$ cat config.mk
export PLATFORM = sky130hd
export DESIGN_NAME = ipc_front
export DESIGN_NICKNAME = d
export VERILOG_FILES = /design/src/ipc_pkg.sv /design/src/ipc_front.sv
export SDC_FILE = /design/constraint.sdc
export NUM_CORES = 1
export LEC_CHECK = 0
export ABC_AREA = 1
export BUFFER_PORTS_ARGS = -buffer_cell sky130_fd_sc_hd__buf_2
export CORE_MARGIN = 4
export CORE_UTILIZATION = 50
export CTS_CLUSTER_DIAMETER = 80
export DETAILED_ROUTE_END_ITERATION = 7
export GPL_ROUTABILITY_DRIVEN = 1
export PLACE_DENSITY = 0.69
export SLEW_MARGIN = 20
export SYNTH_ARGS = -nofsm -noshare
export SYNTH_HDL_FRONTEND = slang
export SYNTH_SLANG_ARGS = --single-unit
$ cat constraint.sdc
create_clock -name clk -period 19.5 [get_ports clk]
set_input_delay 3.9 -clock clk [delete_from_list [all_inputs] [get_ports clk]]
set_output_delay 3.9 -clock clk [all_outputs]
set_load 0.02 [all_outputs]
$ cat src/ipc_pkg.sv
// Shared types, constants and color tables for the isometric point colormap.
package ipc_pkg;

	// Configuration register indexes
	localparam logic [3:0] REG_COS = 4'd0;
	localparam logic [3:0] REG_SIN = 4'd1;
	localparam logic [3:0] REG_MIN = 4'd2;
	localparam logic [3:0] REG_MAX = 4'd3;

	localparam logic signed [15:0] COS_RESET = 16'sd11585;
	localparam logic signed [15:0] SIN_RESET = 16'sd11585;

	// Queue depths
	localparam int MQ_DEPTH = 4;
	localparam int MQ_AW    = $clog2(MQ_DEPTH);
	localparam int OQ_DEPTH = 32;
	localparam int OQ_AW    = $clog2(OQ_DEPTH);

	// Quotient bits of the ratio divider (Q0.16 plus one headroom bit)
	localparam int QBITS = 17;

	// Color segment codes
	localparam logic [2:0] SEG_NEG  = 3'd0;
	localparam logic [2:0] SEG_P0   = 3'd1;
	localparam logic [2:0] SEG_P1   = 3'd2;
	localparam logic [2:0] SEG_P2   = 3'd3;
	localparam logic [2:0] SEG_P3   = 3'd4;

	localparam logic [23:0] C_WHITE  = 24'hFFFFFF;
	localparam logic [23:0] C_NAVY   = 24'h000080;
	localparam logic [23:0] C_ROYAL  = 24'h4169E1;
	localparam logic [23:0] C_LGREEN = 24'h90EE90;
	localparam logic [23:0] C_FGREEN = 24'h228B22;
	localparam logic [23:0] C_CHOC   = 24'hD2691E;
	localparam logic [23:0] C_SADDLE = 24'h8B4513;

	// Word from the front part to the back part
	typedef struct packed {
		logic signed [26:0] px;    // (column-row)*cos_coef
		logic signed [27:0] py;    // (column+row)*sin_coef
		logic signed [15:0] h;
		logic [15:0]        amag;  // |h - min_level|
		logic [15:0]        smag;  // |max_level - min_level|
		logic               span0;
		logic               hneg;
		logic               hzero;
		logic               qneg;
	} fw_t;

	// Start color of a segment
	function automatic logic [23:0] seg_lo(input logic [2:0] seg);
		case (seg)
			SEG_NEG: seg_lo = C_NAVY;
			SEG_P0:  seg_lo = C_LGREEN;
			SEG_P1:  seg_lo = C_FGREEN;
			SEG_P2:  seg_lo = C_CHOC;
			SEG_P3:  seg_lo = C_SADDLE;
			default: seg_lo = C_WHITE;
		endcase
	endfunction

	// End color of a segment
	function automatic logic [23:0] seg_hi(input logic [2:0] seg);
		case (seg)
			SEG_NEG: seg_hi = C_ROYAL;
			SEG_P0:  seg_hi = C_FGREEN;
			SEG_P1:  seg_hi = C_CHOC;
			SEG_P2:  seg_hi = C_SADDLE;
			SEG_P3:  seg_hi = C_WHITE;
			default: seg_hi = C_WHITE;
		endcase
	endfunction

endpackage

$ cat src/ipc_front.sv
// Front part: accepts points, forms projection products and classifies the height.
module ipc_front (
	input  logic               clk,
	input  logic               arst_n,
	input  logic               push,
	output logic               full,
	input  logic [9:0]         column,
	input  logic [9:0]         row,
	input  logic signed [15:0] point_height,
	input  logic signed [15:0] cos_coef,
	input  logic signed [15:0] sin_coef,
	input  logic signed [15:0] min_level,
	input  logic signed [15:0] max_level,
	output logic               q_push,
	output ipc_pkg::fw_t       q_word,
	input  logic               q_full
);
	import ipc_pkg::*;

	logic               v_s1;
	logic [9:0]         col_s1;
	logic [9:0]         row_s1;
	logic signed [15:0] h_s1;
	logic               v_s2;
	fw_t                w_s2;
	logic               rdy_s2;
	logic               rdy_s1;
	logic signed [10:0] dif;
	logic signed [11:0] sum;
	logic signed [16:0] a;
	logic signed [16:0] span;
	logic [16:0]        aabs;
	logic [16:0]        sabs;
	fw_t                w_d;

	assign rdy_s2 = !v_s2 || !q_full;
	assign rdy_s1 = !v_s1 || rdy_s2;
	assign full   = !rdy_s1;
	assign q_push = v_s2;
	assign q_word = w_s2;

	// Products and classification
	always_comb begin
		dif  = $signed({1'b0, col_s1}) - $signed({1'b0, row_s1});
		sum  = $signed({2'b00, col_s1}) + $signed({2'b00, row_s1});
		a    = 17'(h_s1) - 17'(min_level);
		span = 17'(max_level) - 17'(min_level);
		aabs = a[16] ? 17'(-a) : 17'(a);
		sabs = span[16] ? 17'(-span) : 17'(span);
		w_d.px    = 27'(dif * cos_coef);
		w_d.py    = 28'(sum * sin_coef);
		w_d.h     = h_s1;
		w_d.amag  = aabs[15:0];
		w_d.smag  = sabs[15:0];
		w_d.span0 = (span == '0);
		w_d.hneg  = h_s1[15];
		w_d.hzero = (h_s1 == '0);
		w_d.qneg  = a[16] ^ span[16];
	end

	// Stage payloads
	always_ff @(posedge clk) begin
		if (rdy_s1) begin
			col_s1 <= column;
			row_s1 <= row;
			h_s1   <= point_height;
		end
		if (rdy_s2) begin
			w_s2 <= w_d;
		end
	end

	// Stage valids
	always_ff @(posedge clk or negedge arst_n) begin
		if (!arst_n) begin
			v_s1 <= 1'b0;
			v_s2 <= 1'b0;
		end else begin
			if (rdy_s1) begin
				v_s1 <= push;
			end
			if (rdy_s2) begin
				v_s2 <= v_s1;
			end
		end
	end

endmodule

==> out/results.tsv <==
stage	metric	value	unit
timing	fin_setup_tns	0	ns
clock_network	ctsResizeCount	0	
detailed_routing	route.detailed.vias_per_inst	5.13	
synthesis	syn-instance-count	2463	
grt	largest_net_degree_at_the_start_of_global_routing	71	
cells_and_area	final_net_count	3256	
grt	grt_usage	24.7	%
placed_design	hpwl	44900	µm
timing	timing_max_transition_violations_final	0	
placed_design	gpl.final_weighted_congestion	0.919	
job	max_cap_violations	0	
timing	finalSetupViolCount	0	
placed_design	placed_cell_area	22500	µm²
synthesis	postSynthAreaPerCell	8.52	µm²
grt	grt_remaining_overflow	0	
floorplan	fp.dieArea	45300	µm²
timing	worst_clock_skew	0.0142	ns
cells_and_area	final_layout_size_suffix_gt1_share	11.2	%
clock_network	postCtsSetupBuffers	0	
floorplan	core_region_area	41100	µm²
synthesis	netlist_area	21000	µm²
timing	worst_slew_pin_slew	0.930	ns
timing	fmax	114	MHz
clock_network	clkSlewWorstSetupHoldPaths	0.07	ns
clock_network	clk_root_buffer_cell	sky130_fd_sc_hd__clkbuf_16	
detailed_routing	drt_pass1_iterations	6	
floorplan	row_count	74	
detailed_routing	routed_wirelength	53500	µm
timing	maxSlewHeadroom	38.0	%
worst_setup_path	setup.worst_path.class	in2out	
worst_setup_path	worst_setup_path_startpoint	q_full	
synthesis	synthesis.nets	3067	
worst_setup_path	worstSetupStartpointType	input pin	
worst_setup_path	timing.rr.start	col_s1[0]$_DFFE_PN_	
worst_setup_path	cp.arrival	4.88	ns
detailed_routing	drtAntennaViolNets	0	
worst_setup_path	critPathCaptureType	primary output	
cells_and_area	final-instance-count-excl-fill	3203	
clock_network	h-tree-depth	4	
clock_network	post_cts_hold_buffer_count	0	
min_path	min_from	v_s1$_DFFE_PN0N_	
clock_network	cts_tree	built	
timing	hold_violation_count_in_the_final_report	0	
synthesis	ys_seq_elements	144	
synthesis	yosys.cell_types.count	45	
floorplan	die_boundary_width	213	µm
min_path	worst_hold_path_type	reg2reg	
synthesis	yosysWarnings	0	
cells_and_area	syn2layout_area_growth	10.4	%
grt	antenna_found_initial	6	
detailed_routing	total_via_count_after_detailed_routing	16422	
floorplan	initial_utilization	51.0	%
clock_network	worstSkewPairLatency	0.48	ns
clock_network	ctsLongestPathBuffers	2	
timing	timing.final.crit_share	45.0	%
timing	rsz_0062_raised_after_global_routing	false	
grt	grt_pass1_wl	87100	µm
worst_setup_path	cp_max_fo	39	
clock_network	numClockSinks	144	
placed_design	dp_cells	3165	
detailed_routing	post_drt_wl_per_cell	16.7	µm
status	run_status	finished, final reports clean	
timing	layout_min_cycle_time	8.78	ns
worst_setup_path	critical_path_required	15.60	ns
cells_and_area	final_cell_area	23200	µm²
grt	first_global_vias	16981	
placed_design	port-buffer-count	212	
floorplan	top_level_ports	213	
timing	fin_worst_hold_slack	0.463	ns
synthesis	yosysSeqAreaShare	20.6	%
detailed_routing	dr.first_iter.drc_count	1079	
detailed_routing	route.detailed.drc	0	
floorplan	chipHeight	213	µm
clock_network	cts_bufs_inserted	17	
==> cell usage after synthesis, drive strengths merged <==
cell / count / area share [%]
dfrtp: 2 / 0.24
xor2: 55 / 2.4
nand2: 542 / 9.8
nor3: 15 / 0.36
a31o: 1 / 0.042
o221ai: 1 / 0.042
o311ai: 1 / 0.042
o21ai: 34 / 0.83
nor4: 5 / 0.15
clkinv: 4 / 0.072
a31oi: 2 / 0.060
nand3: 77 / 1.9
or2: 13 / 0.39
nand3b: 5 / 0.18
a21oi: 84 / 2.2
o31ai: 3 / 0.11
clkbuf: 37 / 0.67
and2: 1 / 0.030
xnor2: 35 / 1.5
a21o: 12 / 0.43
edfxtp: 142 / 20
buf: 11 / 0.33
a21boi: 3 / 0.11
nand4: 23 / 0.72
a221oi: 2 / 0.11
inv: 640 / 11
fa: 328 / 31
ha: 172 / 10
o21bai: 8 / 0.30
o21a: 1 / 0.036
nor2: 204 / 3.8
==> per-stage QoR <==
| step | setup WS, ns | util [%] |
|---|---|---|
| after floorplan | 8.80 | - |
| after global placement | 10.30 | 54.8 |
| after detailed placement | 10.34 | 54.8 |
| after CTS | 10.69 | 56.3 |
| after global routing | 10.52 | 56.3 |
| final | 10.72 | 56.3 |
==> flip-flops by register name, indices dropped and copies added, names as in the netlist <==
name,flops
q_word,106
h_s1,16
col_s1,10
row_s1,10
q_push,1
v_s1,1
==> cells by family (layout without fill, tap and decap cells) <==
| kind of cell | Yosys count | in the layout | share of synthesized area, % |
|---|---|---|---|
| AO/OA/AOI/OAI | 152 | 152 | 4.28 |
| XOR/XNOR | 90 | 90 | 3.85 |
| adder cells (fa/ha/maj) | 500 | 500 | 41.6 |
| buffers and inverters | 692 | 894 | 12.5 |
| flip-flops | 144 | 144 | 20.6 |
| other | 0 | 6 | 0 |
| AND/OR/NAND/NOR | 885 | 885 | 17.2 |
==> area by class of cell <==
| type | count | area [µm²] |
|---|---|---|
| Fill cell | 3777 | 18000 |
| Clock buffer | 17 | 425 |
| Multi-Input combinational cell | 1627 | 14000 |
| Sequential cell | 144 | 4310 |
| Antenna cell | 6 | 15.0 |
| Inverter | 644 | 2420 |
| Clock inverter | 15 | 168 |
| Tap cell | 532 | 666 |
| Timing Repair Buffer | 218 | 1110 |
==> path summary, 6_finish.rpt <==
kind                                    endpoint  slack [ns]  cells past startpoint
max                                         full       10.72                      4
min                           q_push$_DFFE_PN0P_        0.46                      2
max reg2reg                q_word[106]$_DFFE_PP_       12.32                     33
min reg2reg                   q_push$_DFFE_PN0P_        0.46                      2
max in group asynchronous     q_push$_DFFE_PN0P_       16.20                      1
min in group asynchronous       v_s1$_DFFE_PN0N_        3.20                      1
==> routing by layer <==
layer	vias up	track usage [%]	part of all wire [%]
met4	4	9.82	4.0
li1	7767	-	-
met1	7921	33.8	42
met2	603	39.1	46
met3	127	4.66	7.6
met5	-	0	0.052
==> layout by cell type, fill, tap and decap left out, types with 10 or more instances in the layout <==
master / n
sky130_fd_sc_hd__inv_1: 632
sky130_fd_sc_hd__nand2_1: 535
sky130_fd_sc_hd__fa_1: 328
sky130_fd_sc_hd__buf_2: 212
sky130_fd_sc_hd__nor2_1: 194
sky130_fd_sc_hd__ha_1: 172
sky130_fd_sc_hd__edfxtp_1: 142
sky130_fd_sc_hd__a21oi_1: 81
sky130_fd_sc_hd__nand3_1: 76
sky130_fd_sc_hd__xor2_1: 54
sky130_fd_sc_hd__xnor2_1: 35
sky130_fd_sc_hd__o21ai_0: 28
sky130_fd_sc_hd__nand4_1: 22
sky130_fd_sc_hd__clkbuf_16: 17
sky130_fd_sc_hd__nor3_1: 15
sky130_fd_sc_hd__or2_2: 13
sky130_fd_sc_hd__a21o_1: 12
sky130_fd_sc_hd__nor2_2: 10
==> critical path: stages <==
cell                      delay, ns
sky130_fd_sc_hd__buf_2         0.10
sky130_fd_sc_hd__nand2_4       0.31
sky130_fd_sc_hd__nor2_1        0.35
sky130_fd_sc_hd__buf_2         0.22
Power is left out: the tool's default activity adds up to more than one toggle a clock period on the data nets, which glitch-free logic cannot reach.
