### src/ipc_pkg.sv
// Shared types, constants and color tables for the isometric point colormap.
package ipc_pkg;

	// Configuration register indexes
	localparam logic [3:0] REG_COS = 4'd0;
	localparam logic [3:0] REG_SIN = 4'd1;
	localparam logic [3:0] REG_MIN = 4'd2;
	localparam logic [3:0] REG_MAX = 4'd3;

	localparam logic signed [15:0] COS_RESET = 16'sd11585;
	localparam logic signed [15:0] SIN_RESET = 16'sd11585;

	// Queue depths
	localparam int MQ_DEPTH = 4;
	localparam int MQ_AW    = $clog2(MQ_DEPTH);
	localparam int OQ_DEPTH = 32;
	localparam int OQ_AW    = $clog2(OQ_DEPTH);

	// Quotient bits of the ratio divider (Q0.16 plus one headroom bit)
	localparam int QBITS = 17;

	// Color segment codes
	localparam logic [2:0] SEG_NEG  = 3'd0;
	localparam logic [2:0] SEG_P0   = 3'd1;
	localparam logic [2:0] SEG_P1   = 3'd2;
	localparam logic [2:0] SEG_P2   = 3'd3;
	localparam logic [2:0] SEG_P3   = 3'd4;

	localparam logic [23:0] C_WHITE  = 24'hFFFFFF;
	localparam logic [23:0] C_NAVY   = 24'h000080;
	localparam logic [23:0] C_ROYAL  = 24'h4169E1;
	localparam logic [23:0] C_LGREEN = 24'h90EE90;
	localparam logic [23:0] C_FGREEN = 24'h228B22;
	localparam logic [23:0] C_CHOC   = 24'hD2691E;
	localparam logic [23:0] C_SADDLE = 24'h8B4513;

	// Word from the front part to the back part
	typedef struct packed {
		logic signed [26:0] px;    // (column-row)*cos_coef
		logic signed [27:0] py;    // (column+row)*sin_coef
		logic signed [15:0] h;
		logic [15:0]        amag;  // |h - min_level|
		logic [15:0]        smag;  // |max_level - min_level|
		logic               span0;
		logic               hneg;
		logic               hzero;
		logic               qneg;
	} fw_t;

	// Start color of a segment
	function automatic logic [23:0] seg_lo(input logic [2:0] seg);
		case (seg)
			SEG_NEG: seg_lo = C_NAVY;
			SEG_P0:  seg_lo = C_LGREEN;
			SEG_P1:  seg_lo = C_FGREEN;
			SEG_P2:  seg_lo = C_CHOC;
			SEG_P3:  seg_lo = C_SADDLE;
			default: seg_lo = C_WHITE;
		endcase
	endfunction

	// End color of a segment
	function automatic logic [23:0] seg_hi(input logic [2:0] seg);
		case (seg)
			SEG_NEG: seg_hi = C_ROYAL;
			SEG_P0:  seg_hi = C_FGREEN;
			SEG_P1:  seg_hi = C_CHOC;
			SEG_P2:  seg_hi = C_SADDLE;
			SEG_P3:  seg_hi = C_WHITE;
			default: seg_hi = C_WHITE;
		endcase
	endfunction

endpackage

### src/ipc_back.sv
// Back part: ratio divider, color blend and result queue.
module ipc_back (
	input  logic               clk,
	input  logic               arst_n,
	input  logic               q_empty,
	input  ipc_pkg::fw_t       q_word,
	output logic               q_pop,
	output logic               empty,
	input  logic               pop,
	output logic signed [15:0] screen_x,
	output logic signed [20:0] screen_y,
	output logic [23:0]        rgb
);
	import ipc_pkg::*;

	typedef struct packed {
		logic signed [15:0] x;
		logic signed [20:0] y;
		logic               white;
		logic               hneg;
		logic               qneg;
		logic               sat;
	} inf_t;

	typedef struct packed {
		logic signed [15:0] x;
		logic signed [20:0] y;
		logic [23:0]        rgb;
	} res_t;

	// Credit and queue control
	logic [OQ_AW:0]   credit_q;
	logic             pop_ok;
	logic             issue;
	res_t             oq_q [OQ_DEPTH];
	logic [OQ_AW-1:0] owr_q;
	logic [OQ_AW-1:0] ord_q;
	logic [OQ_AW:0]   ocnt_q;

	// Entry stage
	logic               v_s1;
	inf_t               inf_s1;
	logic [31:0]        r_s1;
	logic [15:0]        d_s1;
	logic signed [30:0] ysum;
	logic signed [26:0] xadj;
	logic signed [30:0] yadj;
	inf_t               inf_d;

	// Divider stages
	logic        dv_v   [QBITS];
	inf_t        dv_inf [QBITS];
	logic [31:0] dv_r   [QBITS];
	logic [15:0] dv_d   [QBITS];
	logic [QBITS-1:0] dv_q [QBITS];

	// Segment stage
	logic               v_s3;
	inf_t               inf_s3;
	logic [2:0]         seg_s3;
	logic [16:0]        t_s3;
	logic [16:0]        qmag;
	logic signed [18:0] rr;
	logic signed [20:0] tl;
	logic [2:0]         seg_d;
	logic [16:0]        t_d;

	// Blend stage
	logic        v_s4;
	res_t        res_s4;
	logic [23:0] mix;

	assign pop_ok = pop && !empty;
	assign issue  = !q_empty && (credit_q < (OQ_AW+1)'(OQ_DEPTH));
	assign q_pop  = issue;

	// Track items issued but not yet taken
	always_ff @(posedge clk or negedge arst_n) begin
		if (!arst_n) begin
			credit_q <= '0;
		end else begin
			case ({issue, pop_ok})
				2'b10:   credit_q <= credit_q + 1'b1;
				2'b01:   credit_q <= credit_q - 1'b1;
				default: credit_q <= credit_q;
			endcase
		end
	end

	// Finish projection and set up the division
	always_comb begin
		xadj = q_word.px + (q_word.px[26] ? 27'sd1023 : 27'sd0);
		ysum = 31'(q_word.py) - (31'(q_word.h) <<< 14);
		yadj = ysum + (ysum[30] ? 31'sd1023 : 31'sd0);
		inf_d.x     = 16'(xadj >>> 10);
		inf_d.y     = 21'(yadj >>> 10);
		inf_d.white = q_word.span0 || q_word.hzero;
		inf_d.hneg  = q_word.hneg;
		inf_d.qneg  = q_word.qneg;
		inf_d.sat   = {1'b0, q_word.amag} >= {q_word.smag, 1'b0};
	end

	always_ff @(posedge clk) begin
		inf_s1 <= inf_d;
		r_s1   <= {q_word.amag, 16'b0};
		d_s1   <= q_word.smag;
	end

	// Restoring divider, one quotient bit per stage
	for (genvar j = 0; j < QBITS; j++) begin : g_div
		logic [31:0]      r_in;
		logic [15:0]      d_in;
		logic [QBITS-1:0] q_in;
		inf_t             i_in;
		logic [32:0]      trial;
		logic             ge;
		if (j == 0) begin : g_first
			assign r_in = r_s1;
			assign d_in = d_s1;
			assign q_in = '0;
			assign i_in = inf_s1;
		end else begin : g_next
			assign r_in = dv_r[j-1];
			assign d_in = dv_d[j-1];
			assign q_in = dv_q[j-1];
			assign i_in = dv_inf[j-1];
		end
		assign trial = {17'b0, d_in} << (QBITS-1-j);
		assign ge    = {1'b0, r_in} >= trial;
		always_ff @(posedge clk) begin
			dv_r[j]   <= ge ? (r_in - trial[31:0]) : r_in;
			dv_d[j]   <= d_in;
			dv_q[j]   <= {q_in[QBITS-2:0], ge};
			dv_inf[j] <= i_in;
		end
	end

	// Valid chain through the divider
	always_ff @(posedge clk or negedge arst_n) begin
		if (!arst_n) begin
			v_s1 <= 1'b0;
			for (int k = 0; k < QBITS; k++) begin
				dv_v[k] <= 1'b0;
			end
			v_s3 <= 1'b0;
			v_s4 <= 1'b0;
		end else begin
			v_s1 <= issue;
			dv_v[0] <= v_s1;
			for (int k = 1; k < QBITS; k++) begin
				dv_v[k] <= dv_v[k-1];
			end
			v_s3 <= dv_v[QBITS-1];
			v_s4 <= v_s3;
		end
	end

	// Pick segment and clamp the local ratio
	always_comb begin
		qmag = dv_inf[QBITS-1].sat ? '1 : dv_q[QBITS-1];
		rr   = dv_inf[QBITS-1].qneg ? -$signed({2'b00, qmag}) : $signed({2'b00, qmag});
		if (dv_inf[QBITS-1].hneg) begin
			seg_d = SEG_NEG;
			tl    = 21'(rr);
		end else if (rr < 19'sd16384) begin
			seg_d = SEG_P0;
			tl    = 21'(rr) <<< 2;
		end else if (rr < 19'sd32768) begin
			seg_d = SEG_P1;
			tl    = (21'(rr) - 21'sd16384) <<< 2;
		end else if (rr < 19'sd49152) begin
			seg_d = SEG_P2;
			tl    = (21'(rr) - 21'sd32768) <<< 2;
		end else begin
			seg_d = SEG_P3;
			tl    = (21'(rr) - 21'sd49152) <<< 2;
		end
		if (tl < 21'sd0) begin
			t_d = '0;
		end else if (tl > 21'sd65536) begin
			t_d = 17'd65536;
		end else begin
			t_d = tl[16:0];
		end
	end

	always_ff @(posedge clk) begin
		inf_s3 <= dv_inf[QBITS-1];
		seg_s3 <= seg_d;
		t_s3   <= t_d;
	end

	// Blend each channel
	always_comb begin
		logic [23:0]        c1;
		logic [23:0]        c2;
		logic signed [8:0]  dch;
		logic signed [26:0] tot;
		c1 = seg_lo(seg_s3);
		c2 = seg_hi(seg_s3);
		mix = '0;
		for (int s = 0; s < 3; s++) begin
			dch = $signed({1'b0, c2[8*s +: 8]}) - $signed({1'b0, c1[8*s +: 8]});
			tot = $signed({3'b000, c1[8*s +: 8], 16'b0}) + 27'(dch * $signed({1'b0, t_s3}));
			mix[8*s +: 8] = tot[23:16];
		end
	end

	always_ff @(posedge clk) begin
		res_s4.x   <= inf_s3.x;
		res_s4.y   <= inf_s3.y;
		res_s4.rgb <= inf_s3.white ? C_WHITE : mix;
	end

	// Result queue
	assign empty    = (ocnt_q == '0);
	assign screen_x = oq_q[ord_q].x;
	assign screen_y = oq_q[ord_q].y;
	assign rgb      = oq_q[ord_q].rgb;

	always_ff @(posedge clk) begin
		if (v_s4) begin
			oq_q[owr_q] <= res_s4;
		end
	end

	always_ff @(posedge clk or negedge arst_n) begin
		if (!arst_n) begin
			owr_q  <= '0;
			ord_q  <= '0;
			ocnt_q <= '0;
		end else begin
			if (v_s4) begin
				owr_q <= owr_q + 1'b1;
			end
			if (pop_ok) begin
				ord_q <= ord_q + 1'b1;
			end
			case ({v_s4, pop_ok})
				2'b10:   ocnt_q <= ocnt_q + 1'b1;
				2'b01:   ocnt_q <= ocnt_q - 1'b1;
				default: ocnt_q <= ocnt_q;
			endcase
		end
	end

endmodule

### config.mk
export PLATFORM = sky130hd
export DESIGN_NAME = ipc_back
export DESIGN_NICKNAME = d
export VERILOG_FILES = /design/src/ipc_pkg.sv /design/src/ipc_back.sv
export SDC_FILE = /design/constraint.sdc
export NUM_CORES = 2
export LEC_CHECK = 0
export BUFFER_PORTS_ARGS = -buffer_cell sky130_fd_sc_hd__buf_2
export CORE_UTILIZATION = 41
export DETAILED_ROUTE_END_ITERATION = 10
export GPL_TIMING_DRIVEN = 0
export SYNTH_ARGS = -nofsm -noshare
export SYNTH_HDL_FRONTEND = slang
export SYNTH_SLANG_ARGS = --single-unit
### constraint.sdc
create_clock -name clk -period 11.95 [get_ports clk]
set_input_delay 0.5975 -clock clk [delete_from_list [all_inputs] [get_ports clk]]
set_output_delay 0.5975 -clock clk [all_outputs]
set_load 0.02 [all_outputs]
==> flow_summary.yaml <==
outcome:
  run_status: "complete, no violations"
layout:
  layout.cells.most_common_list: "1952 x sky130_fd_sc_hd__edfxtp_1, 1674 x sky130_fd_sc_hd__dfxtp_1, 770 x sky130_fd_sc_hd__inv_1"
  final_common_cell: "sky130_fd_sc_hd__edfxtp_1"
  layout.filler_cells: 29580
  area_growth_syn_to_layout_pct: 15.21
  post_route_cells_drive_above_1_share: 0.1642
  fin_nets: 11120
synthesis:
  postSynth.topFlopCell: "sky130_fd_sc_hd__edfxtp_1"
  async_flop_share: 0.01145
  syn_avg_cell_area_um2: 15.28
  netlist_top_cells_area: "sky130_fd_sc_hd__edfxtp_1 41%, sky130_fd_sc_hd__dfxtp_1 23%, sky130_fd_sc_hd__mux4_2 9.5%, sky130_fd_sc_hd__fa_1 5.0%, sky130_fd_sc_hd__ha_1 4.2%"
  netlist_area_um2: 144500
  netlist-cell-type-count: 95
  netlist_instances: 9457
  postSynthRegisterBits: 3668
  synth.yosys.seq_area_share: 0.6447
  synth_fp_nets: 10410
  synth_edf_count: 1952
  ys_warn_count: 0
  synth_top_area_cell: "sky130_fd_sc_hd__edfxtp_1"
  synthDominantCellAreaShare: 0.4056
drt:
  ant_nets: 0
  routedWlPerCell_um: 22.53
  drt_first_pass_iters: 6
  route.vias.total: 79060
  drc: 0
  detail_route.vias_per_cell: 5.244
  drt_wl_total_um: 339700
  drt_iter0_markers: 6120
critical_path:
  worst_setup_path_end_kind: "flop"
  crit_fanout: 12
  reg2reg_slack_ns: 0.99
  critical-path-max-stage-delay_ns: 0.93
  worst-endpoint-arrival_ns: 11.72
  critPathLaunchType: "flop"
  timing.critical_path.required_ns: 12.71
  cpMostUsedCell: "sky130_fd_sc_hd__fa_1"
  worstSetupPathType: "reg -> reg"
  regToRegStartpoint: "seg_s3[1]"
  worst_path_max_delay_cell: "sky130_fd_sc_hd__a2111oi_0"
  r2r.worst_path.cells: 30
  timing.rr.end: "res_s4[23]"
placed_design:
  port_buffer_cells: 173
  gpl.final_weighted_congestion: 0.9120
  hpwlAfterDp_um: 237400
  placement.setup.worst_slack_ns: 0.8492
sta:
  worst_slew_pin_slew_ns: 1.398
  finalWorstSetupSlack_ns: 0.9931
  grt_setup_unrepaired: "false"
  finalMaxSlewViolations: 0
  timing.clock.skew_ns: 0.09263
  final.hold.worst_slack_ns: 0.1931
  finalWorstPathRequiredPeriod_ns: 10.96
  setup-tns-final_ns: 0
  finalSetupViolCount: 0
  slew_headroom: 0.06792
  min_period_over_period: 0.9169
  fmax_mhz: 91.27
  report.final.hold_viol_count: 0
floorplanning:
  die_area_um2: 354900
  pin_count: 174
  initial_core_utilization: 0.4130
  core-area_um2: 350000
  die_width_um: 595.7
  num_rows: 217
  chipHeight_um: 595.7
global_route:
  globalRouteTotalUtil: 0.1895
  grt_overflow: 0
  first_global_vias: 81760
  grt_pass1_wl_um: 509500
  number_of_antenna_violations_at_the_first_check_in_global_routing: 18
  grt_max_degree: 43
min_path:
  hold_path_depth: 3
  hold_path.startpoint: "q_word[67]"
  hold_path_end: "g_div[0].i_in[9]"
  min_path_type: "in -> reg"
cts:
  cts_made_buffers: 367
  clk_pin_slew_ns: 0.06
  clkSinkCount: 3668
  cts-root-to-sink-buffers: 4
  tritoncts: "yes"
  clock-root-buffer: "sky130_fd_sc_hd__clkbuf_16"
  worstSkewPairLatency_ns: 0.96
  htree_levels: 5
  cts_resized: 0
pwr:
  design_power_mw: 41.13
  power.static_leakage_nw: 62.52
  vdd_drop_max_mv: 0.2105
  pwr_density_cell_nw_per_um2: 247.0
run:
  max-cap-violations: 0
final cells by class:
| class | count | area, µm² | share of cell area |
|---|---|---|---|
| Antenna cell | 5 | 12.51 | 0.00007514 |
| Buffer | 291 | 1147 | 0.006890 |
| Clock buffer | 535 | 10670 | 0.06409 |
| Clock inverter | 146 | 1638 | 0.009836 |
| Inverter | 771 | 2894 | 0.01738 |
| Multi-Input combinational cell | 4727 | 47560 | 0.2856 |
| Sequential cell | 3668 | 93180 | 0.5596 |
| Tap cell | 4599 | 5754 | 0.03456 |
| Timing Repair Buffer | 335 | 3659 | 0.02197 |
synthesized netlist by cell type, types with 37 or more instances:
cell type and n:
sky130_fd_sc_hd__nor2b_1 103, sky130_fd_sc_hd__a21oi_1 248, sky130_fd_sc_hd__nand2_1 382, sky130_fd_sc_hd__buf_1 48, sky130_fd_sc_hd__and2_1 189, sky130_fd_sc_hd__inv_1 770
sky130_fd_sc_hd__o21a_1 59, sky130_fd_sc_hd__nor3_1 132, sky130_fd_sc_hd__dfxtp_1 1674, sky130_fd_sc_hd__mux2_2 123, sky130_fd_sc_hd__o21ai_0 242, sky130_fd_sc_hd__a21o_1 78
sky130_fd_sc_hd__edfxtp_1 1952, sky130_fd_sc_hd__nand4_1 54, sky130_fd_sc_hd__mux4_2 610, sky130_fd_sc_hd__a31oi_1 37, sky130_fd_sc_hd__or2_2 44, sky130_fd_sc_hd__xnor2_1 222
sky130_fd_sc_hd__fa_1 358, sky130_fd_sc_hd__xor2_1 180, sky130_fd_sc_hd__or3_1 55, sky130_fd_sc_hd__ha_1 486, sky130_fd_sc_hd__nand2b_1 137, sky130_fd_sc_hd__nor4_1 48
sky130_fd_sc_hd__dfrtp_1 42, sky130_fd_sc_hd__nor2_1 395, sky130_fd_sc_hd__nand3_1 93, sky130_fd_sc_hd__and3_1 55, sky130_fd_sc_hd__clkbuf_1 238
state kept, by name, indices dropped and copies added (netlist names):
name and flops:
seg_s3 3, dv_d 256, t_s3 17, g_div.r_in 16
g_div.i_in 41, res_s4 61, owr_q 5, oq_q 1952
inf_s3 38, d_s1 16, ocnt_q 6, dv_q 153
v_s3 1, dv_inf 697, credit_q 6, v_s1 1
dv_r 376, dv_v 17, ord_q 5, v_s4 1
layer usage:
layer  global-route usage  vias up  wire length, µm
met2               0.3298     2384           170400
met5                    0        -               18
met4              0.06224        2            10990
li1                     -    35740                -
met3              0.02461      592            18540
met1               0.2446    40340           139700
worst max-delay path by stage:
stage / startpoint / endpoint / slack [ns]
final: seg_s3[1] / res_s4[23] / 0.99
after global routing: seg_s3[1] / res_s4[23] / 0.16
after CTS: seg_s3[1] / res_s4[23] / 0.85
after detailed placement: seg_s3[1] / res_s4[23] / 0.85
after global placement: seg_s3[1] / res_s4[23] / 0.95
after floorplan: seg_s3[1] / res_s4[23] / 3.73
kinds of logic after synthesis:
family          synth area share
flops                     0.6447
simple gates             0.06379
buf+inv                  0.02792
compound gates           0.04135
fa+ha+maj                0.09166
mux                       0.1062
xor+xnor                 0.02436
critical path, delay by kind of cell (launching register included):
family                   cells  cell delay (ns)
AO/OA/AOI/OAI                9             3.01
XOR/XNOR                     1             0.62
adder cells (fa/ha/maj)      7             3.18
buffers and inverters        8             2.52
flip-flops                   1             0.30
AND/OR/NAND/NOR              5             1.20
where the power goes:
part / switching, mW / total [mW] / internal, mW / leakage [nW]
combinational: 7.54 / 13.4 / 5.87 / 24.5
clock: 4.82 / 11.5 / 6.67 / 6.04
sequential: 1.10 / 16.2 / 15.1 / 31.9
metrics by stage:
step             util  std cells  area (µm²)
2_1_floorplan       -       9457      144500
3_3_place_gp   0.4319      14230      151200
3_5_place_dp   0.4387      14330      153500
4_1_cts        0.4758      15070      166500
5_1_grt        0.4758      15080      166500
6_report       0.4758      15080      166500
repair_timing:
action                    CTS  global route
setup buffers               0             0
hold endpoints to repair   99             0
hold buffers               66             0
Note: power is estimated with default switching activity, not from simulation.
