`src/ipc_pkg.sv`:
```
// Shared types, constants and color tables for the isometric point colormap.
package ipc_pkg;

	// Configuration register indexes
	localparam logic [3:0] REG_COS = 4'd0;
	localparam logic [3:0] REG_SIN = 4'd1;
	localparam logic [3:0] REG_MIN = 4'd2;
	localparam logic [3:0] REG_MAX = 4'd3;

	localparam logic signed [15:0] COS_RESET = 16'sd11585;
	localparam logic signed [15:0] SIN_RESET = 16'sd11585;

	// Queue depths
	localparam int MQ_DEPTH = 4;
	localparam int MQ_AW    = $clog2(MQ_DEPTH);
	localparam int OQ_DEPTH = 32;
	localparam int OQ_AW    = $clog2(OQ_DEPTH);

	// Quotient bits of the ratio divider (Q0.16 plus one headroom bit)
	localparam int QBITS = 17;

	// Color segment codes
	localparam logic [2:0] SEG_NEG  = 3'd0;
	localparam logic [2:0] SEG_P0   = 3'd1;
	localparam logic [2:0] SEG_P1   = 3'd2;
	localparam logic [2:0] SEG_P2   = 3'd3;
	localparam logic [2:0] SEG_P3   = 3'd4;

	localparam logic [23:0] C_WHITE  = 24'hFFFFFF;
	localparam logic [23:0] C_NAVY   = 24'h000080;
	localparam logic [23:0] C_ROYAL  = 24'h4169E1;
	localparam logic [23:0] C_LGREEN = 24'h90EE90;
	localparam logic [23:0] C_FGREEN = 24'h228B22;
	localparam logic [23:0] C_CHOC   = 24'hD2691E;
	localparam logic [23:0] C_SADDLE = 24'h8B4513;

	// Word from the front part to the back part
	typedef struct packed {
		logic signed [26:0] px;    // (column-row)*cos_coef
		logic signed [27:0] py;    // (column+row)*sin_coef
		logic signed [15:0] h;
		logic [15:0]        amag;  // |h - min_level|
		logic [15:0]        smag;  // |max_level - min_level|
		logic               span0;
		logic               hneg;
		logic               hzero;
		logic               qneg;
	} fw_t;

	// Start color of a segment
	function automatic logic [23:0] seg_lo(input logic [2:0] seg);
		case (seg)
			SEG_NEG: seg_lo = C_NAVY;
			SEG_P0:  seg_lo = C_LGREEN;
			SEG_P1:  seg_lo = C_FGREEN;
			SEG_P2:  seg_lo = C_CHOC;
			SEG_P3:  seg_lo = C_SADDLE;
			default: seg_lo = C_WHITE;
		endcase
	endfunction

	// End color of a segment
	function automatic logic [23:0] seg_hi(input logic [2:0] seg);
		case (seg)
			SEG_NEG: seg_hi = C_ROYAL;
			SEG_P0:  seg_hi = C_FGREEN;
			SEG_P1:  seg_hi = C_CHOC;
			SEG_P2:  seg_hi = C_SADDLE;
			SEG_P3:  seg_hi = C_WHITE;
			default: seg_hi = C_WHITE;
		endcase
	endfunction

endpackage

```
`src/ipc_queue.sv`:
```
// Short queue of front words between the front and back parts.
module ipc_queue (
	input  logic          clk,
	input  logic          arst_n,
	input  logic          push,
	input  ipc_pkg::fw_t  din,
	output logic          full,
	input  logic          pop,
	output ipc_pkg::fw_t  dout,
	output logic          empty
);
	import ipc_pkg::*;

	fw_t              mem_q [MQ_DEPTH];
	logic [MQ_AW-1:0] wr_q;
	logic [MQ_AW-1:0] rd_q;
	logic [MQ_AW:0]   cnt_q;
	logic             do_push;
	logic             do_pop;

	assign full    = (cnt_q == (MQ_AW+1)'(MQ_DEPTH));
	assign empty   = (cnt_q == '0);
	assign do_push = push && !full;
	assign do_pop  = pop && !empty;
	assign dout    = mem_q[rd_q];

	// Store pushed word
	always_ff @(posedge clk) begin
		if (do_push) begin
			mem_q[wr_q] <= din;
		end
	end

	// Advance pointers and count
	always_ff @(posedge clk or negedge arst_n) begin
		if (!arst_n) begin
			wr_q  <= '0;
			rd_q  <= '0;
			cnt_q <= '0;
		end else begin
			if (do_push) begin
				wr_q <= wr_q + 1'b1;
			end
			if (do_pop) begin
				rd_q <= rd_q + 1'b1;
			end
			case ({do_push, do_pop})
				2'b10:   cnt_q <= cnt_q + 1'b1;
				2'b01:   cnt_q <= cnt_q - 1'b1;
				default: cnt_q <= cnt_q;
			endcase
		end
	end

endmodule

```
`config.mk`:
```
export PLATFORM = sky130hd
export DESIGN_NAME = ipc_queue
export DESIGN_NICKNAME = d
export VERILOG_FILES = /design/src/ipc_pkg.sv /design/src/ipc_queue.sv
export SDC_FILE = /design/constraint.sdc
export NUM_CORES = 1
export LEC_CHECK = 0
export CAP_MARGIN = 0
export CORE_MARGIN = 5
export CORE_UTILIZATION = 63
export DETAILED_ROUTE_END_ITERATION = 8
export DONT_BUFFER_PORTS = 1
export PLACE_DENSITY_LB_ADDON = 0.25
export SLEW_MARGIN = 0
export SYNTH_ARGS = -nofsm -noshare
export SYNTH_HDL_FRONTEND = slang
export SYNTH_SLANG_ARGS = --single-unit
```
`constraint.sdc`:
```
create_clock -name clk -period 5.25 [get_ports clk]
set_input_delay 1.05 -clock clk [delete_from_list [all_inputs] [get_ports clk]]
set_output_delay 1.05 -clock clk [all_outputs]
set_load 0.01 [all_outputs]
```
==> flow_summary.ini, run 1 <==
[detailed_routing]
drt-vias-per-instance = 6.44
drtIter0Drc = 804
first_pass_iters = 4
dr_wl_met3_um = 3040
met1_length_um = 10900
finalWirelength_um = 29700
detail_route.wl_per_cell_um = 29.9
ant_nets = 0
post-route-drc-count = 0
vias = 6386
routed-wl-met2_um = 15300
topRoutingLayerUsed = met4

[grt]
grt_pass1_wl_um = 44100
grt_max_degree = 72
grt.total_usage = 0.210
gr-total-overflow = 0
grt_antenna_before_repair = 0
vias_in_the_first_global_route = 6923

[setup_path]
startpoint_type = register
crit_path_end_kind = output pin
critical_path_max_stage_delay_ns = 0.86
slowest_stage = sky130_fd_sc_hd__dfrtp_4
critical_path.cell_chain = buf_4 > mux4_2
worstSetupPathType = register to output pin
worstPathBufferInverterCount = 1
largest_fanout_on_the_critical_path = 34
arrival_ns = 2.65
crit_path_required_time_ns = 4.20
timing.critical_path.max_delay_family = flip-flops

[placed_design]
io_buffer_count = 0
place.detailed.hpwl_um = 18100
gp_routability_congestion = 0.792

[sta]
final-hold-violation-count = 0
final_report_setup_violation_count = 0
aggregate_negative_setup_slack_ns = 0
grt_setup_unrepaired = no
period_share = 0.705
hold_ws_ns = 0.225
relative_slew_margins = 0.266
finalClockSkew_ns = 0.0131
timing.final.max_slew_violations = 0
final.min_clock_period_ns = 3.70
worst_slew_pin_slew_ns = 1.10
max_clock_freq_ghz = 0.270

[final_layout]
area.sequential_sq_um = 13000
areaGrowthSynthToFinish_pct = 11.7
ant_cells = 0
layout-drive-gt1-share = 0.290
multi_input_comb_area_sq_um = 2640
final_nets = 745
fillCellCount = 1372

[yosys]
yosysWarnings = 0
syn-num-nets = 713
synth_sequential_area_ratio = 0.824
post_synth_num_cell_types = 22
synth_cells = 596
synthesized_cell_area_sq_um = 15800
postSynthAreaPerCell_sq_um = 26.5
post-synth-top-area-fraction = 0.812
synth.largest_area_cell = sky130_fd_sc_hd__edfxtp_1
yosys-top-cells-area = sky130_fd_sc_hd__edfxtp_1 (81%), sky130_fd_sc_hd__mux4_2 (15%), sky130_fd_sc_hd__dfrtp_1 (1.1%), sky130_fd_sc_hd__ha_1 (0.40%), sky130_fd_sc_hd__buf_2 (0.38%)
synth_seq_cells = 435

[flow_run]
max_cap_violations = 0

[clock_tree]
hold_buffers = 0
clock_sinks = 435
cts_post_setup_buffers_inserted = 0
worst_setup_hold_path_clk_slew_ns = 0.06
cts.repair.resized = 0
clock_latency_of_the_later_clocked_register_in_the_worst_skew_pair_ns = 0.52
cts_tree = done
clock_tree.buffer_depth = 3
cts-htree-levels = 2
cts_root_buffer = sky130_fd_sc_hd__clkbuf_16
number_of_cts_inserted_buffers = 42

[floorplanning]
core.rowCount = 58
fp.dieW_um = 168
floorplan.die_area_sq_um = 28400
top_level_ports = 220
fp.coreArea_sq_um = 25000
floorplan.initialDensity = 0.634
die_h_um = 168

[power_and_ir_drop]
p_leak_nw = 5.58
vdd.ir_drop.worst_mv = 0.623
power-per-cell-area_nw_per_um2 = 591

[min_path]
hold_class = input pin to asynchronous set/reset pin

[outcome]
run_status = finished clean
sequential cells by signal, summed over array words and instances, names as in the netlist:
signal and flops:
wr_q 2, cnt_q 3, rd_q 2, mem_q 428
power by group:
part	total (W)	switching (W)	leakage (nW)	internal, W
Combinational	0.00238	0.00139	0.880	0.000997
Sequential	0.00494	0.000337	4.00	0.00460
Clock	0.00313	0.00122	0.703	0.00191
per-stage QoR:
| stage | total power, W | utilization | cells | area [sq um] | setup slack (ns) |
|---|---|---|---|---|---|
| after CTS | 0.0106 | 0.708 | 992 | 17700 | 1.48 |
| after global placement | 0.00731 | 0.649 | 914 | 16200 | 2.10 |
| after global routing | 0.0109 | 0.708 | 992 | 17700 | 1.30 |
| after floorplan | 0.00686 | - | 596 | 15800 | 0.881 |
| final | 0.0105 | 0.708 | 992 | 17700 | 1.55 |
| after detailed placement | 0.00744 | 0.649 | 914 | 16200 | 1.93 |
kinds of logic (layout without fill, tap and decap cells):
kind of cell    Yosys count  after routing  share of synthesized area
simple gates              9              9                    0.00324
xor+xnor                  6              6                    0.00332
compound gates            1              1                   0.000554
mux                     109            109                      0.154
buf+inv                  30             96                     0.0104
fa+ha+maj                 6              6                    0.00522
flops                   435            435                      0.824
cell usage in the layout (no fill, tap or decap), types with 3 or more instances in the layout:
master	Yosys	routed
sky130_fd_sc_hd__edfxtp_1	428	428
sky130_fd_sc_hd__mux4_2	107	107
sky130_fd_sc_hd__clkbuf_16	0	45
sky130_fd_sc_hd__buf_4	3	11
sky130_fd_sc_hd__clkinv_2	0	8
sky130_fd_sc_hd__clkinv_1	0	7
sky130_fd_sc_hd__bufinv_16	0	7
sky130_fd_sc_hd__inv_1	6	6
sky130_fd_sc_hd__clkinvlp_4	0	6
sky130_fd_sc_hd__ha_1	5	5
sky130_fd_sc_hd__clkbuf_1	6	5
sky130_fd_sc_hd__dfrtp_1	7	5
sky130_fd_sc_hd__and2_4	0	4
sky130_fd_sc_hd__xnor2_1	3	3
sky130_fd_sc_hd__xor2_1	3	3
cell usage after synthesis:
cell type	n
sky130_fd_sc_hd__nor3_1	1
sky130_fd_sc_hd__ha_1	5
sky130_fd_sc_hd__o31a_1	1
sky130_fd_sc_hd__and2_1	4
sky130_fd_sc_hd__nor2b_1	1
sky130_fd_sc_hd__buf_2	12
sky130_fd_sc_hd__nor3b_1	1
sky130_fd_sc_hd__nor2_1	1
sky130_fd_sc_hd__buf_8	1
sky130_fd_sc_hd__clkbuf_1	6
sky130_fd_sc_hd__mux4_2	107
sky130_fd_sc_hd__buf_6	2
sky130_fd_sc_hd__xor2_1	3
sky130_fd_sc_hd__nand2_1	1
sky130_fd_sc_hd__fa_1	1
sky130_fd_sc_hd__xnor2_1	3
sky130_fd_sc_hd__edfxtp_1	428
sky130_fd_sc_hd__mux2i_1	1
sky130_fd_sc_hd__inv_1	6
sky130_fd_sc_hd__dfrtp_1	7
sky130_fd_sc_hd__buf_4	3
sky130_fd_sc_hd__mux2_2	1
path summary, 6_finish.rpt:
kind	from	endpoint	slack [ns]	cells after the start
hold reg to reg	cnt_q[2]$_DFFE_PN0P_	cnt_q[2]$_DFFE_PN0P_	0.53	1
setup reg to reg	cnt_q[2]$_DFFE_PN0P_	mem_q[0][35]$_DFFE_PP_	2.40	4
setup / recovery	rd_q[0]$_DFFE_PN0P_	dout[33]	1.55	2
hold / removal	arst_n	rd_q[1]$_DFFE_PN0P_	0.22	0
min in group clk	cnt_q[2]$_DFFE_PN0P_	cnt_q[2]$_DFFE_PN0P_	0.53	1
max in group asynchronous	arst_n	rd_q[0]$_DFFE_PN0P_	4.95	0
final cells by class:
type	instances	area share
multi-input cells	131	0.149
repair buffers	12	0.00580
well taps	330	0.0234
clock inverters	28	0.0182
clock buffers	50	0.0648
inverters	6	0.00127
flip-flops and latches	435	0.737
worst reg2reg max path, stage by stage (launching register included):
cell and delay [ns]:
sky130_fd_sc_hd__dfrtp_1 0.42, sky130_fd_sc_hd__nor3b_1 0.20, sky130_fd_sc_hd__nor2b_1 0.44, sky130_fd_sc_hd__and2_4 0.95, sky130_fd_sc_hd__buf_4 0.51
layer usage:
metal	GRT usage	up-vias
met1	0.278	3398
met5	0	-
met2	0.343	313
li1	-	2630
met3	0.0771	45
met4	0.0498	0
Power figures use the tool's default switching activity.
==> inputs of run 2 (changes only) <==
--- a/config.mk
+++ b/config.mk
@@ -5,6 +5,7 @@
 export SDC_FILE = /design/constraint.sdc
 export NUM_CORES = 1
 export LEC_CHECK = 0
+export ABC_AREA = 1
 export CAP_MARGIN = 0
 export CORE_MARGIN = 5
 export CORE_UTILIZATION = 63
==> constraint.sdc (replaced) <==
create_clock -name clk -period 3.5 [get_ports clk]
set_input_delay 0.7 -clock clk [delete_from_list [all_inputs] [get_ports clk]]
set_output_delay 0.7 -clock clk [all_outputs]
set_load 0.01 [all_outputs]
==> run 2 against run 1 <==
Net effect: setup slack worse by 0.95 ns; synthesized cell count up 120%; clock skew up 0.0065 ns; flip-flop and latch count unchanged; first-iteration DRC count down 19%; area after synthesis up 10%; routed wire length up 11%; largest cell class unchanged; highest routed layer unchanged.
==> flow_summary.ini, run 2 <==
[setup_path]
crit_path_required_time_ns = 2.80
largest_fanout_on_the_critical_path = 79
critical_path.cell_chain = inv_8 > buf_4 > nand2_1 > o211ai_1 > nand2_1
crit_path_end_kind = output pin
minimum_setup_slack_among_reg_to_reg_paths_ns = 1.17
worst-r2r-cell-count = 10
worst_setup_path_endpoint = dout[100]
worstSetupPathType = register to output pin
crit_top_cell = sky130_fd_sc_hd__nand2_1
startpoint_type = register
arrival_ns = 2.20
r2r-start = cnt_q[1]$_DFFE_PN0P_
critical_path_origin = rd_q[0]$_DFFE_PN0P_
critical_path_max_stage_delay_ns = 0.45
r2r_end = cnt_q[2]$_DFFE_PN0P_
slowest_stage = sky130_fd_sc_hd__dfrtp_1

[clock_tree]
cts-htree-levels = 2
clock_latency_of_the_later_clocked_register_in_the_worst_skew_pair_ns = 0.52
worst_setup_hold_path_clk_slew_ns = 0.06
cts_tree = done
cts_post_setup_buffers_inserted = 0
clock_sinks = 435
cts.repair.resized = 0
clock_tree.buffer_depth = 3
cts_root_buffer = sky130_fd_sc_hd__clkbuf_16
number_of_cts_inserted_buffers = 42

[floorplanning]
die_h_um = 176
fp.coreArea_sq_um = 27100
fp.dieW_um = 176
top_level_ports = 220
floorplan.initialDensity = 0.643
floorplan.die_area_sq_um = 31100
core.rowCount = 60

[placed_design]
place.detailed.hpwl_um = 19700
gp_routability_congestion = 0.761
io_buffer_count = 0
detailedPlace.worstSlack_ns = 1.12

[grt]
grt_pass1_wl_um = 51000
vias_in_the_first_global_route = 9359
gr-total-overflow = 0
grt_max_degree = 89
grt_antenna_before_repair = 1
grt.total_usage = 0.210

[final_layout]
largestRegisters = mem_q x428, cnt_q x3
largest_register_ff_count = 428
final_nets = 1422
layout-drive-gt1-share = 0.0630
finalCoreUtilization = 0.703
largest_register = mem_q
areaGrowthSynthToFinish_pct = 9.31
layout_commonest_cell = sky130_fd_sc_hd__edfxtp_1
most-common-layout-cells = sky130_fd_sc_hd__edfxtp_1 (428), sky130_fd_sc_hd__nand2_1 (339), sky130_fd_sc_hd__inv_1 (229)

[yosys]
synth.largest_area_cell = sky130_fd_sc_hd__edfxtp_1
synthesized_cell_area_sq_um = 17400
post-synth-top-area-fraction = 0.738
ys_dominant_reg_cell = sky130_fd_sc_hd__edfxtp_1
synth_seq_cells = 435
synth_cells = 1309
postSynthAreaPerCell_sq_um = 13.3
number_of_enable_flip_flop_cells_after_synthesis = 428
synth_sequential_area_ratio = 0.748
yosys-top-cells-area = sky130_fd_sc_hd__edfxtp_1 (74%), sky130_fd_sc_hd__o211ai_1 (9.2%), sky130_fd_sc_hd__nand2_1 (7.3%), sky130_fd_sc_hd__inv_1 (4.9%), sky130_fd_sc_hd__buf_6 (1.6%)
yosysWarnings = 0
post_synth_num_cell_types = 18
syn-num-nets = 1426
yosys-top-cells-count = sky130_fd_sc_hd__edfxtp_1 (428), sky130_fd_sc_hd__nand2_1 (339), sky130_fd_sc_hd__inv_1 (229), sky130_fd_sc_hd__o211ai_1 (214), sky130_fd_sc_hd__buf_2 (32)
synth_most_common_cell = sky130_fd_sc_hd__edfxtp_1
synth-async-reset-ratio = 0.0161

[detailed_routing]
detail_route.wl_per_cell_um = 19.3
drt-vias-per-instance = 5.51
finalWirelength_um = 32900
drtIter0Drc = 654
vias = 9404
ant_nets = 0
post-route-drc-count = 0
first_pass_iters = 5

[sta]
final_report_setup_violation_count = 0
worst_slew_pin_slew_ns = 0.731
aggregate_negative_setup_slack_ns = 0
relative_slew_margins = 0.513
timing.final.max_slew_violations = 0
timing.final.ws_setup_ns = 0.601
period_share = 0.828
final.min_clock_period_ns = 2.90
final-hold-violation-count = 0
grt_setup_unrepaired = no
max_clock_freq_ghz = 0.345
finalClockSkew_ns = 0.0196

[flow_run]
max_cap_violations = 0

[power_and_ir_drop]
power-per-cell-area_nw_per_um2 = 847
vdd.ir_drop.worst_mv = 0.648
p_leak_nw = 7.30

[outcome]
run_status = finished clean

[min_path]
hold_class = input pin to register
==> run 2: timing repair <==
item | 4_1_cts | 5_1_grt
endpoints found under the hold margin | 7 | 0
hold buffers | 1 | 0
setup endpoints to repair | 0 | 0
==> run 2: how the worst min path moves through the flow <==
stage	slack (ns)	cells after the start	startpoint	to
floorplan	0.40	0	arst_n	cnt_q[0]$_DFFE_PN0P_
global placement	0.40	0	arst_n	rd_q[0]$_DFFE_PN0P_
detailed placement	0.40	0	arst_n	rd_q[0]$_DFFE_PN0P_
CTS	0.25	0	din[99]	mem_q[2][99]$_DFFE_PP_
global route	0.24	0	din[105]	mem_q[2][105]$_DFFE_PP_
finish	0.27	0	din[99]	mem_q[2][99]$_DFFE_PP_
==> run 2: final cells by class <==
type / instances / area (sq um)
flip-flops and latches: 435 / 13000
clock inverters: 19 / 166
repair buffers: 22 / 305
inverters: 231 / 877
well taps: 372 / 465
fillers: 1741 / 8050
multi-input cells: 573 / 3060
diodes: 1 / 2.50
clock buffers: 54 / 1140
==> run 2: logic make-up (layout without fill, tap and decap cells) <==
kind of cell / Yosys count / count (layout) / synth area share
adders and majority gates: 6 / 6 / 0.00474
buffers and inverters: 301 / 326 / 0.0783
and+or+nand+nor: 351 / 351 / 0.0763
other: 0 / 1 / 0
xor gates and xnor gates: 1 / 1 / 0.000503
AOI/OAI and AO/OA: 215 / 215 / 0.0925
DFF: 435 / 435 / 0.748
==> run 2: report_power, final <==
part / switching (W) / total, W / internal [W]
sequential: 0.000234 / 0.00708 / 0.00685
combinational: 0.00358 / 0.00480 / 0.00122
clock: 0.00175 / 0.00426 / 0.00251
==> run 2: per-layer routing <==
layer  global-route usage  vias to the layer above  wire length, um
met3               0.0724                       65             3080
met4               0.0673                        0              995
met5                    0                        -                0
met1                0.259                     4501            12700
li1                     -                     4561                -
met2                0.353                      277            16100
==> run 2: critical path, delay by kind of cell (launching register included) <==
kind	cells	cell delay (ns)
buffers and inverters	2	0.83
AOI/OAI and AO/OA	1	0.12
DFF	1	0.45
and+or+nand+nor	2	0.27
==> run 2: metrics by stage <==
step	hold slack, ns	instances	power, W	area, sq um
4_1_cts	0.249	1706	0.0163	19000
5_1_grt	0.244	1707	0.0170	19000
6_report	0.269	1707	0.0161	19000
2_1_floorplan	0.404	1309	0.0110	17400
3_5_place_dp	0.405	1632	0.0121	17700
3_3_place_gp	0.405	1632	0.0119	17700
